$ cat src/hw/rtl/lr_pkg.sv
// Shared types and codes for the line rasterizer.
`timescale 1ns / 1ps

package lr_pkg;

  // Screen size registers
  localparam int DIM_W = 12;
  typedef logic [DIM_W-1:0] dim_t;

  localparam int CFG_INDEX_W = 1;
  typedef logic [CFG_INDEX_W-1:0] cfg_index_t;
  localparam cfg_index_t CFG_SCREEN_WIDTH  = 1'b0;
  localparam cfg_index_t CFG_SCREEN_HEIGHT = 1'b1;
  localparam dim_t SCREEN_WIDTH_RESET  = 12'd500;
  localparam dim_t SCREEN_HEIGHT_RESET = 12'd500;

  // Command codes
  typedef logic cmd_t;
  localparam cmd_t CMD_LOAD = 1'b0;
  localparam cmd_t CMD_STEP = 1'b1;

  // Octant cases, after the endpoint swap
  typedef logic [1:0] octant_t;
  localparam octant_t OCT_SHALLOW_UP   = 2'd0;
  localparam octant_t OCT_SHALLOW_DOWN = 2'd1;
  localparam octant_t OCT_STEEP_RIGHT  = 2'd2;
  localparam octant_t OCT_STEEP_LEFT   = 2'd3;

  localparam int COLOR_W = 24;
  typedef logic [COLOR_W-1:0] color_t;

  // Queue between setup and walker
  localparam int QUEUE_DEPTH = 2;

endpackage

$ cat src/hw/rtl/line_rasterizer.sv
// Top level of the midpoint line rasterizer.
`timescale 1ns / 1ps

// Midpoint line rasterizer covering all eight octants.
// Input stream (s_*): s_tuser selects the command, load or step. A load
// transaction carries both endpoints and the color in s_tdata and yields no
// output; it replaces any line in progress. A step transaction yields one
// pixel of the active line, or nothing when no line is active.
// Output stream (m_*): one transaction per pixel with coordinates and color in
// m_tdata, the on-screen flag in m_tuser and the line's last pixel on m_tlast.
// Configuration: cfg_we writes cfg_data into the register picked by cfg_index
// (0 screen width, 1 screen height); write only while the block is idle.
// A step's pixel passes the front setup register, a queue slot and the output
// register, in that order, before it shows at m_*.
// Throughput: one transaction per cycle while the receiver does not stall,
// bounded by the add-and-compare of the error term in the walker.
// Reset (rst, synchronous): no line active, queue empty, screen 500 x 500.
// When the receiver stalls, the output register holds its pixel, steps back up
// in the two-entry queue and the front register, then s_tready drops; loads
// still drain from the queue as long as they are ahead of any waiting step.
module line_rasterizer #(
  parameter int COORD_BITS = 13
) (
  input  logic                                   clk,
  input  logic                                   rst,
  // slave stream
  input  logic                                   s_tvalid,
  output logic                                   s_tready,
  // command
  input  logic                                   s_tuser,
  // x_start, y_start, x_end, y_end, red_in, green_in, blue_in, zero pad
  input  logic [((4*COORD_BITS+24+7)/8)*8-1:0]   s_tdata,
  // master stream
  output logic                                   m_tvalid,
  input  logic                                   m_tready,
  // pixel_x, pixel_y, red_out, green_out, blue_out, zero pad
  output logic [((2*COORD_BITS+24+7)/8)*8-1:0]   m_tdata,
  // on_screen
  output logic                                   m_tuser,
  // last_pixel
  output logic                                   m_tlast,
  // configuration write port
  input  logic                                   cfg_we,
  input  lr_pkg::cfg_index_t                     cfg_index,
  input  lr_pkg::dim_t                           cfg_data
);
  import lr_pkg::*;

  localparam int ENTRY_W = 6*COORD_BITS + 33;

  dim_t screen_width, screen_height;

  logic               fq_valid, fq_ready, qb_valid, qb_ready;
  logic [ENTRY_W-1:0] fq_data, qb_data;

  always_ff @(posedge clk) begin
    if (rst) begin
      screen_width  <= SCREEN_WIDTH_RESET;
      screen_height <= SCREEN_HEIGHT_RESET;
    end else if (cfg_we) begin
      unique case (cfg_index)
        CFG_SCREEN_WIDTH:  screen_width  <= cfg_data;
        CFG_SCREEN_HEIGHT: screen_height <= cfg_data;
        default: begin
          screen_width <= screen_width;
        end
      endcase
    end
  end

  lr_front #(.COORD_BITS(COORD_BITS)) u_front (
    .clk      (clk),
    .rst      (rst),
    .s_tvalid (s_tvalid),
    .s_tready (s_tready),
    .s_tuser  (s_tuser),
    .s_tdata  (s_tdata),
    .q_valid  (fq_valid),
    .q_ready  (fq_ready),
    .q_data   (fq_data)
  );

  lr_queue #(.WIDTH(ENTRY_W)) u_queue (
    .clk       (clk),
    .rst       (rst),
    .in_valid  (fq_valid),
    .in_ready  (fq_ready),
    .in_data   (fq_data),
    .out_valid (qb_valid),
    .out_ready (qb_ready),
    .out_data  (qb_data)
  );

  lr_back #(.COORD_BITS(COORD_BITS)) u_back (
    .clk           (clk),
    .rst           (rst),
    .screen_width  (screen_width),
    .screen_height (screen_height),
    .q_valid       (qb_valid),
    .q_ready       (qb_ready),
    .q_data        (qb_data),
    .m_tvalid      (m_tvalid),
    .m_tready      (m_tready),
    .m_tdata       (m_tdata),
    .m_tuser       (m_tuser),
    .m_tlast       (m_tlast)
  );

endmodule

$ cat src/hw/rtl/lr_front.sv
// Front end: accepts commands and computes line setup for loads.
`timescale 1ns / 1ps

module lr_front #(
  parameter int COORD_BITS = 13
) (
  input  logic                                   clk,
  input  logic                                   rst,
  input  logic                                   s_tvalid,
  output logic                                   s_tready,
  input  lr_pkg::cmd_t                           s_tuser,
  input  logic [((4*COORD_BITS+24+7)/8)*8-1:0]   s_tdata,
  output logic                                   q_valid,
  input  logic                                   q_ready,
  output logic [6*COORD_BITS+32:0]               q_data
);
  import lr_pkg::*;

  localparam int C = COORD_BITS;
  localparam int D = COORD_BITS + 1;
  localparam int E = COORD_BITS + 4;

  typedef struct packed {
    cmd_t            cmd;
    logic [C-1:0]    cur_x;
    logic [C-1:0]    cur_y;
    logic [C-1:0]    major_end;
    logic [D-1:0]    delta_x;
    logic [D-1:0]    delta_y;
    logic [E-1:0]    error_term;
    octant_t         octant;
    color_t          color;
  } entry_t;

  logic signed [C-1:0] ax, ay, bx, by;
  logic signed [D-1:0] dx_raw, dy_raw, sdx, sdy;
  logic        [D-1:0] adx, ady;
  logic signed [E-1:0] ex, ey, err_init;
  logic                shallow, swap;
  entry_t              entry, held;
  logic                held_valid;

  assign ax = $signed(s_tdata[C-1:0]);
  assign ay = $signed(s_tdata[2*C-1:C]);
  assign bx = $signed(s_tdata[3*C-1:2*C]);
  assign by = $signed(s_tdata[4*C-1:3*C]);

  always_comb begin
    dx_raw  = D'(bx) - D'(ax);
    dy_raw  = D'(by) - D'(ay);
    adx     = dx_raw[D-1] ? D'(-dx_raw) : D'(dx_raw);
    ady     = dy_raw[D-1] ? D'(-dy_raw) : D'(dy_raw);
    shallow = (adx >= ady);
    swap    = shallow ? (ax > bx) : (ay > by);
    sdx     = swap ? -dx_raw : dx_raw;
    sdy     = swap ? -dy_raw : dy_raw;
    ex      = E'(sdx);
    ey      = E'(sdy);

    entry.cmd     = s_tuser;
    entry.cur_x   = swap ? bx : ax;
    entry.cur_y   = swap ? by : ay;
    if (shallow) begin
      entry.major_end = swap ? ax : bx;
      if (!sdy[D-1]) begin
        entry.octant = OCT_SHALLOW_UP;
        err_init     = (ey <<< 1) - ex;
      end else begin
        entry.octant = OCT_SHALLOW_DOWN;
        err_init     = (ey <<< 1) + ex;
      end
    end else begin
      entry.major_end = swap ? ay : by;
      if (!sdx[D-1]) begin
        entry.octant = OCT_STEEP_RIGHT;
        err_init     = ey - (ex <<< 1);
      end else begin
        entry.octant = OCT_STEEP_LEFT;
        err_init     = ey + (ex <<< 1);
      end
    end
    entry.delta_x    = sdx;
    entry.delta_y    = sdy;
    entry.error_term = err_init;
    // tdata color order is red, green, blue from the low end
    entry.color = {s_tdata[4*C +: 8], s_tdata[4*C+8 +: 8], s_tdata[4*C+16 +: 8]};
  end

  assign s_tready = !held_valid || q_ready;

  always_ff @(posedge clk) begin
    if (rst) begin
      held_valid <= 1'b0;
    end else if (s_tready) begin
      held_valid <= s_tvalid;
    end
  end

  always_ff @(posedge clk) begin
    if (s_tready && s_tvalid) begin
      held <= entry;
    end
  end

  assign q_valid = held_valid;
  assign q_data  = held;

endmodule

$ cat src/hw/rtl/lr_queue.sv
// Short FIFO between the setup front end and the pixel walker.
`timescale 1ns / 1ps

module lr_queue #(
  parameter int WIDTH = 111
) (
  input  logic             clk,
  input  logic             rst,
  input  logic             in_valid,
  output logic             in_ready,
  input  logic [WIDTH-1:0] in_data,
  output logic             out_valid,
  input  logic             out_ready,
  output logic [WIDTH-1:0] out_data
);
  import lr_pkg::*;

  localparam int PTR_W = (QUEUE_DEPTH > 1) ? $clog2(QUEUE_DEPTH) : 1;
  localparam int CNT_W = $clog2(QUEUE_DEPTH + 1);

  logic [WIDTH-1:0] slots [QUEUE_DEPTH];
  logic [PTR_W-1:0] wptr, rptr;
  logic [CNT_W-1:0] count;
  logic             push, pop;

  assign in_ready  = (count != CNT_W'(QUEUE_DEPTH));
  assign out_valid = (count != '0);
  assign push      = in_valid && in_ready;
  assign pop       = out_valid && out_ready;
  assign out_data  = slots[rptr];

  always_ff @(posedge clk) begin
    if (rst) begin
      wptr  <= '0;
      rptr  <= '0;
      count <= '0;
    end else begin
      if (push) begin
        wptr <= (wptr == PTR_W'(QUEUE_DEPTH - 1)) ? '0 : wptr + 1'b1;
      end
      if (pop) begin
        rptr <= (rptr == PTR_W'(QUEUE_DEPTH - 1)) ? '0 : rptr + 1'b1;
      end
      if (push && !pop) begin
        count <= count + 1'b1;
      end else if (pop && !push) begin
        count <= count - 1'b1;
      end
    end
  end

  always_ff @(posedge clk) begin
    if (push) begin
      slots[wptr] <= in_data;
    end
  end

endmodule

$ cat src/hw/rtl/lr_back.sv
// Back end: walks the active line one pixel per step and drives the output register.
`timescale 1ns / 1ps

module lr_back #(
  parameter int COORD_BITS = 13
) (
  input  logic                                   clk,
  input  logic                                   rst,
  input  lr_pkg::dim_t                           screen_width,
  input  lr_pkg::dim_t                           screen_height,
  input  logic                                   q_valid,
  output logic                                   q_ready,
  input  logic [6*COORD_BITS+32:0]               q_data,
  output logic                                   m_tvalid,
  input  logic                                   m_tready,
  output logic [((2*COORD_BITS+24+7)/8)*8-1:0]   m_tdata,
  output logic                                   m_tuser,
  output logic                                   m_tlast
);
  import lr_pkg::*;

  localparam int C     = COORD_BITS;
  localparam int D     = COORD_BITS + 1;
  localparam int E     = COORD_BITS + 4;
  localparam int OUT_W = ((2*COORD_BITS+24+7)/8)*8;
  localparam int CMP_W = (COORD_BITS > DIM_W) ? COORD_BITS : DIM_W;

  typedef struct packed {
    cmd_t            cmd;
    logic [C-1:0]    cur_x;
    logic [C-1:0]    cur_y;
    logic [C-1:0]    major_end;
    logic [D-1:0]    delta_x;
    logic [D-1:0]    delta_y;
    logic [E-1:0]    error_term;
    octant_t         octant;
    color_t          color;
  } entry_t;

  entry_t head;

  // walker state
  logic signed [C-1:0] cursor_x, cursor_y, major_end;
  logic signed [D-1:0] delta_x, delta_y;
  logic signed [E-1:0] error_term;
  octant_t             octant_case;
  logic                line_active;
  color_t              line_color;

  logic signed [C-1:0] cursor_x_next, cursor_y_next, major;
  logic signed [E-1:0] error_term_next, dx2, dy2;
  logic                out_free, pop, emit, last, vis, err_neg, err_zero;

  assign head     = q_data;
  assign out_free = !m_tvalid || m_tready;
  assign q_ready  = (head.cmd == CMD_LOAD) || out_free;
  assign pop      = q_valid && q_ready;
  assign emit     = pop && (head.cmd == CMD_STEP) && line_active;

  assign major = octant_case[1] ? cursor_y : cursor_x;
  assign last  = (major >= major_end);
  assign vis   = !cursor_x[C-1] && (CMP_W'(cursor_x[C-2:0]) < CMP_W'(screen_width)) &&
                 !cursor_y[C-1] && (CMP_W'(cursor_y[C-2:0]) < CMP_W'(screen_height));

  assign dx2      = E'(delta_x) <<< 1;
  assign dy2      = E'(delta_y) <<< 1;
  assign err_neg  = error_term[E-1];
  assign err_zero = (error_term == '0);

  // midpoint update; the minor axis moves when the error crosses its tie rule
  always_comb begin
    cursor_x_next   = cursor_x;
    cursor_y_next   = cursor_y;
    error_term_next = error_term;
    unique case (octant_case)
      OCT_SHALLOW_UP: begin
        cursor_x_next = cursor_x + 1'b1;
        if (!err_neg) begin
          cursor_y_next   = cursor_y + 1'b1;
          error_term_next = error_term + dy2 - dx2;
        end else begin
          error_term_next = error_term + dy2;
        end
      end
      OCT_SHALLOW_DOWN: begin
        cursor_x_next = cursor_x + 1'b1;
        if (err_neg || err_zero) begin
          cursor_y_next   = cursor_y - 1'b1;
          error_term_next = error_term + dy2 + dx2;
        end else begin
          error_term_next = error_term + dy2;
        end
      end
      OCT_STEEP_RIGHT: begin
        cursor_y_next = cursor_y + 1'b1;
        if (err_neg || err_zero) begin
          cursor_x_next   = cursor_x + 1'b1;
          error_term_next = error_term + dy2 - dx2;
        end else begin
          error_term_next = error_term - dx2;
        end
      end
      OCT_STEEP_LEFT: begin
        cursor_y_next = cursor_y + 1'b1;
        if (!err_neg) begin
          cursor_x_next   = cursor_x - 1'b1;
          error_term_next = error_term - dy2 - dx2;
        end else begin
          error_term_next = error_term - dx2;
        end
      end
      default: begin
        error_term_next = error_term;
      end
    endcase
  end

  always_ff @(posedge clk) begin
    if (rst) begin
      line_active <= 1'b0;
      octant_case <= OCT_SHALLOW_UP;
    end else if (pop && head.cmd == CMD_LOAD) begin
      line_active <= 1'b1;
      octant_case <= head.octant;
    end else if (emit && last) begin
      line_active <= 1'b0;
    end
  end

  always_ff @(posedge clk) begin
    if (pop && head.cmd == CMD_LOAD) begin
      cursor_x   <= head.cur_x;
      cursor_y   <= head.cur_y;
      major_end  <= head.major_end;
      delta_x    <= head.delta_x;
      delta_y    <= head.delta_y;
      error_term <= head.error_term;
      line_color <= head.color;
    end else if (emit && !last) begin
      cursor_x   <= cursor_x_next;
      cursor_y   <= cursor_y_next;
      error_term <= error_term_next;
    end
  end

  // output register
  always_ff @(posedge clk) begin
    if (rst) begin
      m_tvalid <= 1'b0;
    end else if (emit) begin
      m_tvalid <= 1'b1;
    end else if (m_tready) begin
      m_tvalid <= 1'b0;
    end
  end

  always_ff @(posedge clk) begin
    if (emit) begin
      m_tdata <= OUT_W'({line_color[7:0], line_color[15:8], line_color[23:16],
                         cursor_y, cursor_x});
      m_tuser <= vis;
      m_tlast <= last;
    end
  end

endmodule

$ cat config.mk
export PLATFORM = sky130hd
export DESIGN_NAME = line_rasterizer
export DESIGN_NICKNAME = d
export VERILOG_FILES = /design/src/hw/rtl/lr_pkg.sv /design/src/hw/rtl/line_rasterizer.sv /design/src/hw/rtl/lr_front.sv /design/src/hw/rtl/lr_queue.sv /design/src/hw/rtl/lr_back.sv
export SDC_FILE = /design/constraint.sdc
export NUM_CORES = 1
export LEC_CHECK = 0
export BUFFER_PORTS_ARGS = -buffer_cell sky130_fd_sc_hd__clkbuf_2
export CORE_UTILIZATION = 45
export CTS_CLUSTER_DIAMETER = 200
export CTS_CLUSTER_SIZE = 30
export DETAILED_ROUTE_END_ITERATION = 6
export SLEW_MARGIN = 20
export SYNTH_ARGS = -nofsm -noshare
export SYNTH_HDL_FRONTEND = slang
export SYNTH_SLANG_ARGS = --single-unit
$ cat constraint.sdc
create_clock -name clk -period 11.43 [get_ports clk]
set_clock_uncertainty 0.2 [all_clocks]
set_input_delay 2.286 -clock clk [delete_from_list [all_inputs] [get_ports clk]]
set_output_delay 2.286 -clock clk [all_outputs]
set_load 0.03 [all_outputs]
==> Word level (Yosys, flattened, before mapping) <==
Memories as Yosys holds them, arrays and structs flattened. A register that Yosys moved wholly into a read port is not among the register bits.
Cells that the tools add are included.
{ "word_totals": {"regBits": 304, "mem_bits_rw": 222, "inputBits": 99, "out_inout_bits": 60, "mem_count": 1} }
{ "classes": {"n_addsub": 22, "n_lt_le_gt_ge": 6, "n_eq_ne": 8, "mux": 46, "bitwise": 2, "reduce_logical": 37} }
{ "mem_list": {"columns": ["name", "depth", "width", "rd", "rd_clocked_by_memory_dff", "write_ports", "line_no", "rtl"], "rows": [
  ["u_queue.slots", 2, 111, 1, 1, 1, "lr_queue.sv:21", "logic [WIDTH-1:0] slots [QUEUE_DEPTH];"]
]} }
{ "ops": {"columns": ["operator", "n"], "rows": [
  ["2-to-1 mux 13 bit", 14],
  ["2-to-1 mux 17 bit", 9],
  ["one-hot mux 13 bit (3 select lines)", 2],
  ["one-hot mux 17 bit (4 select lines)", 1],
  ["subtractor 17 x 15 -> 17 bit", 4],
  ["2-to-1 mux 14 bit", 4],
  ["adder 17 x 15 -> 17 bit", 2],
  ["negation 14 bit", 2],
  ["subtractor 13 x 13 -> 14 bit", 2],
  ["adder 13 x 1 -> 13 bit (second input constant)", 2],
  ["greater-than comparator 13 bit", 2],
  ["subtractor 13 x 1 -> 13 bit (second input constant)", 2],
  ["less-than comparator 12 bit", 2],
  ["logical NOT 17 bit", 1],
  ["adder 14 x 15 -> 16 bit", 1],
  ["adder 15 x 14 -> 16 bit", 1],
  ["subtractor 14 x 15 -> 16 bit", 1],
  ["subtractor 15 x 14 -> 16 bit", 1],
  [">= comparator 14 bit", 1],
  [">= comparator 13 bit", 1],
  ["logical AND 1 bit", 13],
  ["2-to-1 mux 1 bit", 13],
  ["nonzero test 2 bit", 5],
  ["logical NOT 1 bit", 7],
  ["other kinds (15)", 28]
]} }

==> Longest topological paths before layout <==
Gate-level depths: netlist of run 1.
{ "logic_depth": {"word_depth": 9, "ltp_mapped": 40} }

==> Modules after synthesis <==
From an unflattened synthesis of run 1, not the netlist that was laid out.
{ "hier_totals": {"hier_cells": 2576, "area_unflattened_um2": 30068.8} }
{ "modules_own_cells": {"columns": ["mod", "n_inst", "cells_per_inst", "area_each_um2", "seq_area_each_um2"], "rows": [
  ["lr_back", 1, 1145, 11895.2, 4884.7],
  ["lr_front", 1, 966, 8926.1, 3323.2],
  ["lr_queue", 1, 369, 8257.9, 6766.5],
  ["line_rasterizer", 1, 96, 989.7, 480.5]
]} }

==> Worst setup path before layout of run 1 <==
Ideal clock, no wire load.
{ "synth_timing": {"kind": "in2reg", "start": "in s_tdata[39]", "end": "reg u_front.held (netlist bit u_front.q_data[41]) (data pin)", "arrival_time_ns": 9.915, "t_required_ns": 10.959, "slack_ns": 1.044, "path_stages": 38, "path_buffers": 4, "path_cell_list": "inv_1 -> ha_1 -> inv_1 -> fa_1 -> a21o_1 -> a21oi_1 -> xnor2_1 -> nor3_1 -> or3b_1 -> or3_1 -> or3_1 -> nand2_1 -> xor2_1 -> ha_1 -> a21oi_1 -> nor2b_1 -> or4_1 -> a21oi_1 -> [2 not listed] -> and2_1 -> buf_2 -> clkbuf_1 -> buf_1 -> o21ai_1 -> ha_1 -> fa_1 -> a21o_1 -> a21oi_1 -> nor2b_1 -> o31a_1 -> nor4_1 -> o31a_1 -> o21ai_0 -> xnor2_1 -> a211o_1 -> nand3_1 -> a31oi_1"} }
{ "synth_lines": {"columns": ["element", "line_no", "rtl"], "rows": [
  ["from (decl)", "line_rasterizer.sv:32", "input logic [((4*COORD_BITS+24+7)/8)*8-1:0] s_tdata,"],
  ["to (signal assigned)", "lr_front.sv:101", "held <= entry;"],
  ["to (decl)", "lr_front.sv:40", "entry_t entry, held;"]
]} }

==> flow_metrics.py, run 1 <==
metrics = {
    "floorplan": {
        "core_area_um2": 64500,
        "std_cell_rows": 93,
        "die_width_um": 258,
        "die_y_um": 258,
        "fp.dieArea_um2": 66400,
        "io_pins": 159,
        "initial_core_util": 0.456,
    },
    "layout": {
        "synthToLayoutAreaGrowth_pct": 8.21,
        "final_area_um2": 31800,
        "final_nets": 3018,
        "drive_gt1_frac": 0.125,
        "sequential_cell_area_um2": 15400,
        "nFillCells": 5772,
        "multiInputGateArea_um2": 13000,
    },
    "global_route": {
        "grt_first_pass_wirelength_um": 111000,
        "first_global_vias": 19200,
        "grt_start_max_net_pins": 73,
        "number_of_antenna_violations_at_the_first_check_in_global_routing": 3,
        "grt_usage": 0.213,
        "overflow": 0,
    },
    "timing": {
        "timing_worst_slew_pin_value_ns": 1.05,
        "report.final.setup_viol": 0,
        "max_freq_mhz": 96.1,
        "rsz0062_at_grt": "no",
        "slew_headroom": 0.303,
        "slew_viol_final": 0,
        "final_total_negative_setup_slack_ns": 0,
        "timing_hold_violations_final": 0,
        "layout_min_cycle_time_ns": 10.41,
        "period_share": 0.911,
    },
    "setup_path": {
        "worst_path_largest_cell_delay_ns": 0.57,
        "timing.reg2reg.worst_path_depth": 19,
        "endpoint_type_of_the_worst_setup_path": "flip-flop",
        "setup.reg_to_reg.worst_slack_ns": 5.92,
        "criticalPathCategory": "input port to flip-flop",
        "arrival_ns": 10.49,
        "required_ns": 11.51,
        "start_kind": "input port",
        "worst_path_slowest_cell": "xnor2_1",
        "timing.critical_path.fanout_max": 52,
        "r2r_start": "u_back.error_term[1]$_DFFE_PP_",
        "reg2reg_to": "u_back.error_term[16]$_DFFE_PP_",
    },
    "clocking": {
        "cts_post_setup_buffers_inserted": 0,
        "postCtsResizedCells": 0,
        "clock_latency_ns": 0.58,
        "tritoncts": "yes",
        "clock_slew_at_reported_path_ffs_ns": 0.11,
        "clock_sinks": 524,
        "cts_root_buffer": "clkbuf_16",
        "cts_buffers": 21,
        "holdBufCountCts": 0,
        "cts_htree_levels": 1,
        "clockBufferDepth": 3,
    },
    "place": {
        "detailed_place.area_um2": 31200,
        "place.gp.congestion": 0.950,
        "io_buffer_count": 148,
        "dp_hpwl_um": 53600,
    },
    "synthesis": {
        "asyncSetResetFlopFracSynth": 0,
        "synth_ff_type": "edfxtp_1",
        "ys_ff_latch": 524,
        "synth_sequential_area_ratio": 0.523,
        "yosysWarningCount": 0,
        "synth_enable_flop_cells": 490,
        "post_synth_instance_area_um2": 29400,
        "yosys.cell_types.count": 91,
        "syn_area_per_cell_um2": 11.6,
        "post_synthesis_cells": 2533,
    },
    "hold_path": {
        "hold_start": "u_back.line_color[16]$_DFFE_PP_",
        "class_of_the_tightest_hold_or_removal_check": "flip-flop to flip-flop",
        "timing.hold.worst_path_depth": 0,
        "worst_hold_path.endpoint": "u_back.m_tdata[26]$_DFFE_PP_",
    },
    "route": {
        "route.detailed.drc": 0,
        "num_vias": 19600,
        "firstDrtPassIters": 5,
        "antenna_violating_nets_post_route": 0,
        "route.detailed.vias_per_inst": 5.56,
        "dr.first_iter.drc_count": 1619,
        "wl_per_cell_um": 20.4,
        "postRouteWirelength_um": 71900,
    },
    "run_status": {
        "status": "finished clean",
    },
    "flow_run": {
        "cap_violations": 0,
    },
}
[per-stage QoR]
| step | hold slack, ns | cells | setup slack, ns | util |
|---|---|---|---|---|
| 4_1_cts | 0.231 | 3527 | 1.08 | 0.493 |
| 3_5_place_dp | 0.205 | 3497 | 0.499 | 0.484 |
| 5_1_grt | 0.235 | 3531 | 0.412 | 0.494 |
| 6_report | 0.226 | 3531 | 1.02 | 0.494 |
| 2_1_floorplan | 0.200 | 2538 | 1.04 | - |
| 3_3_place_gp | 0.201 | 3497 | 0.601 | 0.484 |
[critical path, delay by kind of cell]
family                   cells  cell delay, ns
adder cells (fa/ha/maj)      4            1.25
buffers and inverters        5            0.94
XOR/XNOR                     4            1.11
AO/OA/AOI/OAI               11            2.00
AND/OR/NAND/NOR             11            2.89
[cell usage in the layout, fill, tap and decap left out, types with 8 or more instances in the layout]
| cell type | count |
|---|---|
| nand2_1 | 150 |
| a21o_1 | 39 |
| nor2_1 | 175 |
| nor2b_1 | 37 |
| a211oi_1 | 27 |
| a21boi_0 | 11 |
| mux2i_1 | 55 |
| o21bai_1 | 21 |
| a21oi_1 | 173 |
| o21ai_0 | 101 |
| nor3_1 | 46 |
| o21ai_1 | 41 |
| or2_2 | 10 |
| inv_1 | 190 |
| nor4_1 | 13 |
| edfxtp_1 | 490 |
| clkbuf_16 | 21 |
| nand4_1 | 12 |
| a22oi_1 | 8 |
| or3_1 | 15 |
| nand3b_1 | 11 |
| nand3_1 | 34 |
| a31oi_1 | 16 |
| a221oi_1 | 23 |
| o21a_1 | 26 |
| buf_4 | 40 |
| mux2_2 | 81 |
| xor2_1 | 45 |
| dfxtp_1 | 33 |
| a211o_1 | 8 |
| clkbuf_2 | 148 |
| nand2b_1 | 26 |
| ha_1 | 227 |
| xnor2_1 | 138 |
| fa_1 | 25 |
[registers in the layout, summed over array words and instances, names as in the netlist, 12 cells and up, named ones only]
register	flops
u_queue.slots	220
u_front.q_data	110
u_back.m_tdata	50
u_back.line_color	24
u_back.error_term	17
u_back.delta_x	14
u_back.delta_y	14
u_back.cursor_x	13
u_back.cursor_y	13
u_back.major_end	13
screen_height	12
screen_width	12
[logic make-up (layout without fill, tap and decap cells)]
logic type | after synthesis | count (layout) | synth area share
and+or+nand+nor | 571 | 571 | 0.0924
adders and majority gates | 252 | 252 | 0.114
DFF | 524 | 524 | 0.523
other | 1 | 8 | 0.000127
buffers and inverters | 279 | 415 | 0.0372
xor gates and xnor gates | 184 | 184 | 0.0550
AOI/OAI and AO/OA | 585 | 585 | 0.128
muxes | 137 | 137 | 0.0502
[cell usage after synthesis, types with 8 or more instances]
| cell | n | share of area |
|---|---|---|
| edfxtp_1 | 490 | 0.50 |
| ha_1 | 227 | 0.097 |
| inv_1 | 192 | 0.025 |
| nor2_1 | 177 | 0.023 |
| a21oi_1 | 173 | 0.029 |
| nand2_1 | 150 | 0.019 |
| xnor2_1 | 138 | 0.041 |
| o21ai_0 | 103 | 0.018 |
| mux2_2 | 81 | 0.031 |
| clkbuf_1 | 59 | 0.0075 |
| mux2i_1 | 55 | 0.019 |
| nor3_1 | 46 | 0.0078 |
| xor2_1 | 45 | 0.013 |
| a21o_1 | 39 | 0.010 |
| o21ai_1 | 39 | 0.0066 |
| nor2b_1 | 37 | 0.0079 |
| dfxtp_1 | 34 | 0.023 |
| nand3_1 | 34 | 0.0058 |
| a211oi_1 | 27 | 0.0069 |
| nand2b_1 | 26 | 0.0055 |
| o21a_1 | 26 | 0.0066 |
| fa_1 | 25 | 0.017 |
| a221oi_1 | 23 | 0.0068 |
| o21bai_1 | 21 | 0.0054 |
| a31oi_1 | 16 | 0.0034 |
| or3_1 | 15 | 0.0032 |
| nor4_1 | 13 | 0.0028 |
| buf_1 | 12 | 0.0015 |
| nand4_1 | 12 | 0.0026 |
| a21boi_0 | 11 | 0.0028 |
| nand3b_1 | 11 | 0.0028 |
| or2_2 | 10 | 0.0021 |
| and2_1 | 9 | 0.0019 |
| a211o_1 | 8 | 0.0024 |
| a22oi_1 | 8 | 0.0020 |
| and3_1 | 8 | 0.0017 |
[per-layer routing]
metal | GRT usage | up-vias | part of all wire
met1 | 0.309 | 9632 | 0.48
met5 | 0 | - | 0
met4 | 0.0445 | 0 | 0.019
li1 | - | 9528 | -
met3 | 0.0165 | 65 | 0.040
met2 | 0.349 | 416 | 0.46
[layout make-up]
type	count	share of cell area
Tap cell	855	0.0336
Antenna cell	2	0.000157
Sequential cell	524	0.484
Clock inverter	2	0.000629
Inverter	195	0.0231
Clock buffer	28	0.0173
Timing Repair Buffer	190	0.0339
Multi-Input combinational cell	1735	0.407
[worst max-delay path by stage]
| stage | from | endpoint | slack (ns) | cells after the start |
|---|---|---|---|---|
| 6_report | s_tdata[39] | u_front.q_data[41]$_DFFE_PP_ | 1.02 | 35 |
| 3_5_place_dp | s_tdata[39] | u_front.q_data[41]$_DFFE_PP_ | 0.50 | 35 |
| 5_1_grt | s_tdata[39] | u_front.q_data[41]$_DFFE_PP_ | 0.41 | 35 |
| 4_1_cts | s_tdata[39] | u_front.q_data[41]$_DFFE_PP_ | 1.08 | 35 |
| 3_3_place_gp | s_tdata[39] | u_front.q_data[40]$_DFFE_PP_ | 0.60 | 36 |
| 2_1_floorplan | s_tdata[39] | u_front.q_data[41]$_DFFE_PP_ | 1.04 | 38 |
Power of run 1 is left out: the tool's default activity adds up to more than one toggle a clock period on the data nets, which glitch-free logic cannot reach.
==> inputs of run 2 (changes only) <==
MAX_ROUTING_LAYER = met4   (was default)
==> flow_metrics.py, run 2 (synthesis results as in run 1) <==
metrics = {
    "route": {
        "firstDrtPassIters": 5,
        "postRouteWirelength_um": 73000,
        "antenna_violating_nets_post_route": 0,
        "wl_per_cell_um": 20.6,
        "num_vias": 19500,
        "dr.first_iter.drc_count": 1514,
        "route.detailed.drc": 0,
        "route.detailed.vias_per_inst": 5.53,
    },
    "setup_path": {
        "required_ns": 11.52,
        "arrival_ns": 10.61,
        "criticalPathCategory": "input port to flip-flop",
        "reg2reg_to": "u_back.error_term[16]$_DFFE_PP_",
        "r2r_start": "u_back.error_term[1]$_DFFE_PP_",
        "timing.critical_path.fanout_max": 24,
        "setup.reg_to_reg.worst_slack_ns": 5.87,
        "worst_path_slowest_cell": "or4_1",
        "path_common_cell": "xnor2_1",
        "cp-endpoint": "u_front.q_data[41]$_DFFE_PP_",
        "timing.critical_path.from": "s_tdata[39]",
        "worst_path_largest_cell_delay_ns": 0.46,
        "endpoint_type_of_the_worst_setup_path": "flip-flop",
        "start_kind": "input port",
        "timing.reg2reg.worst_path_depth": 19,
    },
    "floorplan": {
        "io_pins": 159,
        "die_width_um": 258,
        "fp.dieArea_um2": 66400,
        "initial_core_util": 0.456,
        "die_y_um": 258,
        "std_cell_rows": 93,
        "core_area_um2": 64500,
    },
    "clocking": {
        "clock_latency_ns": 0.57,
        "holdBufCountCts": 0,
        "cts_buffers": 21,
        "clock_slew_at_reported_path_ffs_ns": 0.11,
        "clock_sinks": 524,
        "clockBufferDepth": 3,
        "cts_htree_levels": 1,
        "tritoncts": "yes",
        "postCtsResizedCells": 0,
        "cts_post_setup_buffers_inserted": 0,
        "cts_root_buffer": "clkbuf_16",
    },
    "layout": {
        "largest_register": "u_queue.slots",
        "number_of_flip_flops_under_the_largest_register_name": 220,
        "commonest_cells_after_routing_fill_and_taps_aside": "edfxtp_1, ha_1, inv_1",
        "drive_gt1_frac": 0.124,
        "utilization": 0.494,
        "most_common_library_cell_in_the_layout_ignoring_fill_and_taps": "edfxtp_1",
        "finish.cell_count_without_fillers": 3536,
        "final_nets": 3016,
        "synthToLayoutAreaGrowth_pct": 8.21,
    },
    "timing": {
        "setup_slack_ns": 0.915,
        "slew_headroom": 0.263,
        "report.final.setup_viol": 0,
        "rsz0062_at_grt": "no",
        "timing_hold_violations_final": 0,
        "period_share": 0.920,
        "final_total_negative_setup_slack_ns": 0,
        "max_freq_mhz": 95.1,
        "timing_worst_slew_pin_value_ns": 1.11,
        "slew_viol_final": 0,
        "layout_min_cycle_time_ns": 10.52,
    },
    "place": {
        "place.gp.congestion": 0.957,
        "place_inst": 3497,
        "io_buffer_count": 148,
        "dp_hpwl_um": 54800,
        "place_ws_ns": 0.374,
    },
    "global_route": {
        "grt_start_max_net_pins": 76,
        "number_of_antenna_violations_at_the_first_check_in_global_routing": 3,
        "overflow": 0,
        "grt_usage": 0.223,
        "first_global_vias": 19300,
        "grt_first_pass_wirelength_um": 112000,
    },
    "run_status": {
        "status": "finished clean",
    },
    "hold_path": {
        "class_of_the_tightest_hold_or_removal_check": "flip-flop to flip-flop",
    },
    "flow_run": {
        "cap_violations": 0,
    },
}
-- run 2: cell type report --
class / count / area, um^2
fillers: 5737 / 32600
flip-flops and latches: 524 / 15400
multi-input cells: 1735 / 13000
well taps: 855 / 1070
repair buffers: 188 / 1050
inverters: 195 / 734
clock buffers: 36 / 582
clock inverters: 1 / 16.3
diodes: 2 / 5.00
-- run 2: worst min path at each step --
stage | startpoint | end | slack, ns | depth (start not counted)
2_1_floorplan | u_back.line_color[16]$_DFFE_PP_ | u_back.m_tdata[26]$_DFFE_PP_ | 0.20 | 0
3_3_place_gp | u_back.line_color[16]$_DFFE_PP_ | u_back.m_tdata[26]$_DFFE_PP_ | 0.20 | 0
3_5_place_dp | u_back.line_color[23]$_DFFE_PP_ | u_back.m_tdata[33]$_DFFE_PP_ | 0.21 | 0
4_1_cts | u_front.q_data[45]$_DFFE_PP_ | u_queue.slots[1][45]$_DFFE_PP_ | 0.22 | 0
5_1_grt | u_front.q_data[45]$_DFFE_PP_ | u_queue.slots[1][45]$_DFFE_PP_ | 0.24 | 0
6_report | u_back.line_color[20]$_DFFE_PP_ | u_back.m_tdata[30]$_DFFE_PP_ | 0.23 | 0
-- run 2: stage by stage --
step | hold slack [ns] | area [um^2]
floorplan | 0.200 | 29400
global placement | 0.201 | 31200
detailed placement | 0.205 | 31200
CTS | 0.216 | 31800
global route | 0.239 | 31800
finish | 0.229 | 31800
-- run 2: metal layers --
metal	part of all wire	global-route usage	vias to the layer above
met5	0	-	-
met4	0.018	0.0440	0
met3	0.033	0.0142	79
met2	0.47	0.354	399
met1	0.48	0.316	9536
li1	-	-	9524
-- run 2: critical path: cells and delay by family --
kind | cells | cell delay [ns]
xor gates and xnor gates | 5 | 1.14
adders and majority gates | 4 | 1.14
and+or+nand+nor | 13 | 3.63
AOI/OAI and AO/OA | 8 | 1.57
buffers and inverters | 5 | 0.87
Power of run 2 is left out for the same reason.
==> inputs of run 3 (changes only) <==
CORE_UTILIZATION = 50   (was 45)
PLACE_DENSITY = 0.67   (was default)
==> flow_metrics.py, run 3 (synthesis results as in run 1) <==
metrics = {
    "hold_path": {
        "class_of_the_tightest_hold_or_removal_check": "flip-flop to flip-flop",
    },
    "route": {
        "antenna_violating_nets_post_route": 0,
        "dr.first_iter.drc_count": 1616,
        "num_vias": 19700,
        "route.detailed.vias_per_inst": 5.73,
        "postRouteWirelength_um": 71100,
        "firstDrtPassIters": 7,
        "route.detailed.drc": 0,
        "wl_per_cell_um": 20.7,
    },
    "layout": {
        "drive_gt1_frac": 0.122,
        "final_area_um2": 31700,
        "final_nets": 3010,
        "nFillCells": 4941,
        "synthToLayoutAreaGrowth_pct": 7.67,
        "number_of_flip_flops_under_the_largest_register_name": 220,
        "utilization": 0.547,
        "largest_register": "u_queue.slots",
        "commonest_cells_after_routing_fill_and_taps_aside": "edfxtp_1, ha_1, inv_1",
        "most_common_library_cell_in_the_layout_ignoring_fill_and_taps": "edfxtp_1",
    },
    "floorplan": {
        "die_y_um": 245,
        "std_cell_rows": 88,
        "io_pins": 159,
        "fp.dieArea_um2": 59800,
        "die_width_um": 245,
        "initial_core_util": 0.508,
        "core_area_um2": 57900,
    },
    "global_route": {
        "number_of_antenna_violations_at_the_first_check_in_global_routing": 5,
        "first_global_vias": 19300,
        "overflow": 0,
        "grt_first_pass_wirelength_um": 109000,
        "grt_usage": 0.244,
        "grt_start_max_net_pins": 82,
    },
    "clocking": {
        "cts_buffers": 21,
        "clock_sinks": 524,
        "cts_root_buffer": "clkbuf_16",
        "cts_htree_levels": 1,
        "clock_slew_at_reported_path_ffs_ns": 0.11,
        "tritoncts": "yes",
        "clock_latency_ns": 0.58,
        "cts_post_setup_buffers_inserted": 0,
        "clockBufferDepth": 3,
        "holdBufCountCts": 0,
        "postCtsResizedCells": 0,
    },
    "setup_path": {
        "path_buf_inv": 6,
        "worst_path_largest_cell_delay_ns": 0.53,
        "timing.critical_path.fanout_max": 15,
        "arrival_ns": 10.56,
        "endpoint_type_of_the_worst_setup_path": "flip-flop",
        "worst_path_slowest_cell": "or4_1",
        "criticalPathCategory": "input port to flip-flop",
        "start_kind": "input port",
        "required_ns": 11.52,
        "gate_family_responsible_for_the_most_delay_along_the_worst_path": "simple AND/OR/NAND/NOR gates",
    },
    "place": {
        "detailed_place.area_um2": 31100,
        "dp_hpwl_um": 52900,
        "place.gp.congestion": 0.931,
        "io_buffer_count": 148,
    },
    "timing": {
        "rsz0062_at_grt": "no",
        "max_freq_mhz": 95.5,
        "period_share": 0.916,
        "final_total_negative_setup_slack_ns": 0,
        "timing_worst_slew_pin_value_ns": 1.05,
        "timing_hold_violations_final": 0,
        "hold_ws_ns": 0.225,
        "slew_viol_final": 0,
        "layout_min_cycle_time_ns": 10.47,
        "report.final.setup_viol": 0,
        "slew_headroom": 0.300,
    },
    "flow_run": {
        "cap_violations": 0,
    },
    "run_status": {
        "status": "finished clean",
    },
}
[run 3: changes by cell type in the layout (fill, tap and decap cells not counted), sizes merged]
cell / before / now
buf: 40 / 34
diode: 2 / 3
inv: 195 / 196
[run 3: cell type report]
type | count | area, um^2 | share of cell area
Antenna cell | 3 | 7.51 | 0.000237
Clock buffer | 36 | 582 | 0.0184
Clock inverter | 2 | 25.0 | 0.000790
Inverter | 195 | 734 | 0.0232
Multi-Input combinational cell | 1735 | 13000 | 0.410
Sequential cell | 524 | 15400 | 0.486
Tap cell | 765 | 957 | 0.0302
Timing Repair Buffer | 182 | 996 | 0.0314
[run 3: metrics by stage]
stage / std cells / worst slack, ns
6_report: 3442 / 0.964
3_5_place_dp: 3401 / 0.428
2_1_floorplan: 2538 / 1.04
4_1_cts: 3439 / 0.987
5_1_grt: 3442 / 0.359
3_3_place_gp: 3401 / 0.560
[run 3: per-layer routing]
layer  part of all wire  GRT usage  vias up  routed length, um
met5                  0          -        -                  0
met4              0.027     0.0689        0               1890
met3              0.048     0.0178      101               3380
met2               0.46      0.380      518              32600
met1               0.47      0.345     9580              33200
li1                   -          -     9508                  -
[run 3: worst paths after layout]
kind              slack (ns)                            start  cells after the start                               to
setup reg to reg        5.95   u_back.error_term[1]$_DFFE_PP_                     19  u_back.error_term[16]$_DFFE_PP_
hold / removal          0.23  u_back.line_color[14]$_DFFE_PP_                      0     u_back.m_tdata[40]$_DFFE_PP_
setup / recovery        0.96                      s_tdata[39]                     35     u_front.q_data[41]$_DFFE_PP_
hold reg to reg         0.23  u_back.line_color[14]$_DFFE_PP_                      0     u_back.m_tdata[40]$_DFFE_PP_
Power of run 3 is left out for the same reason.
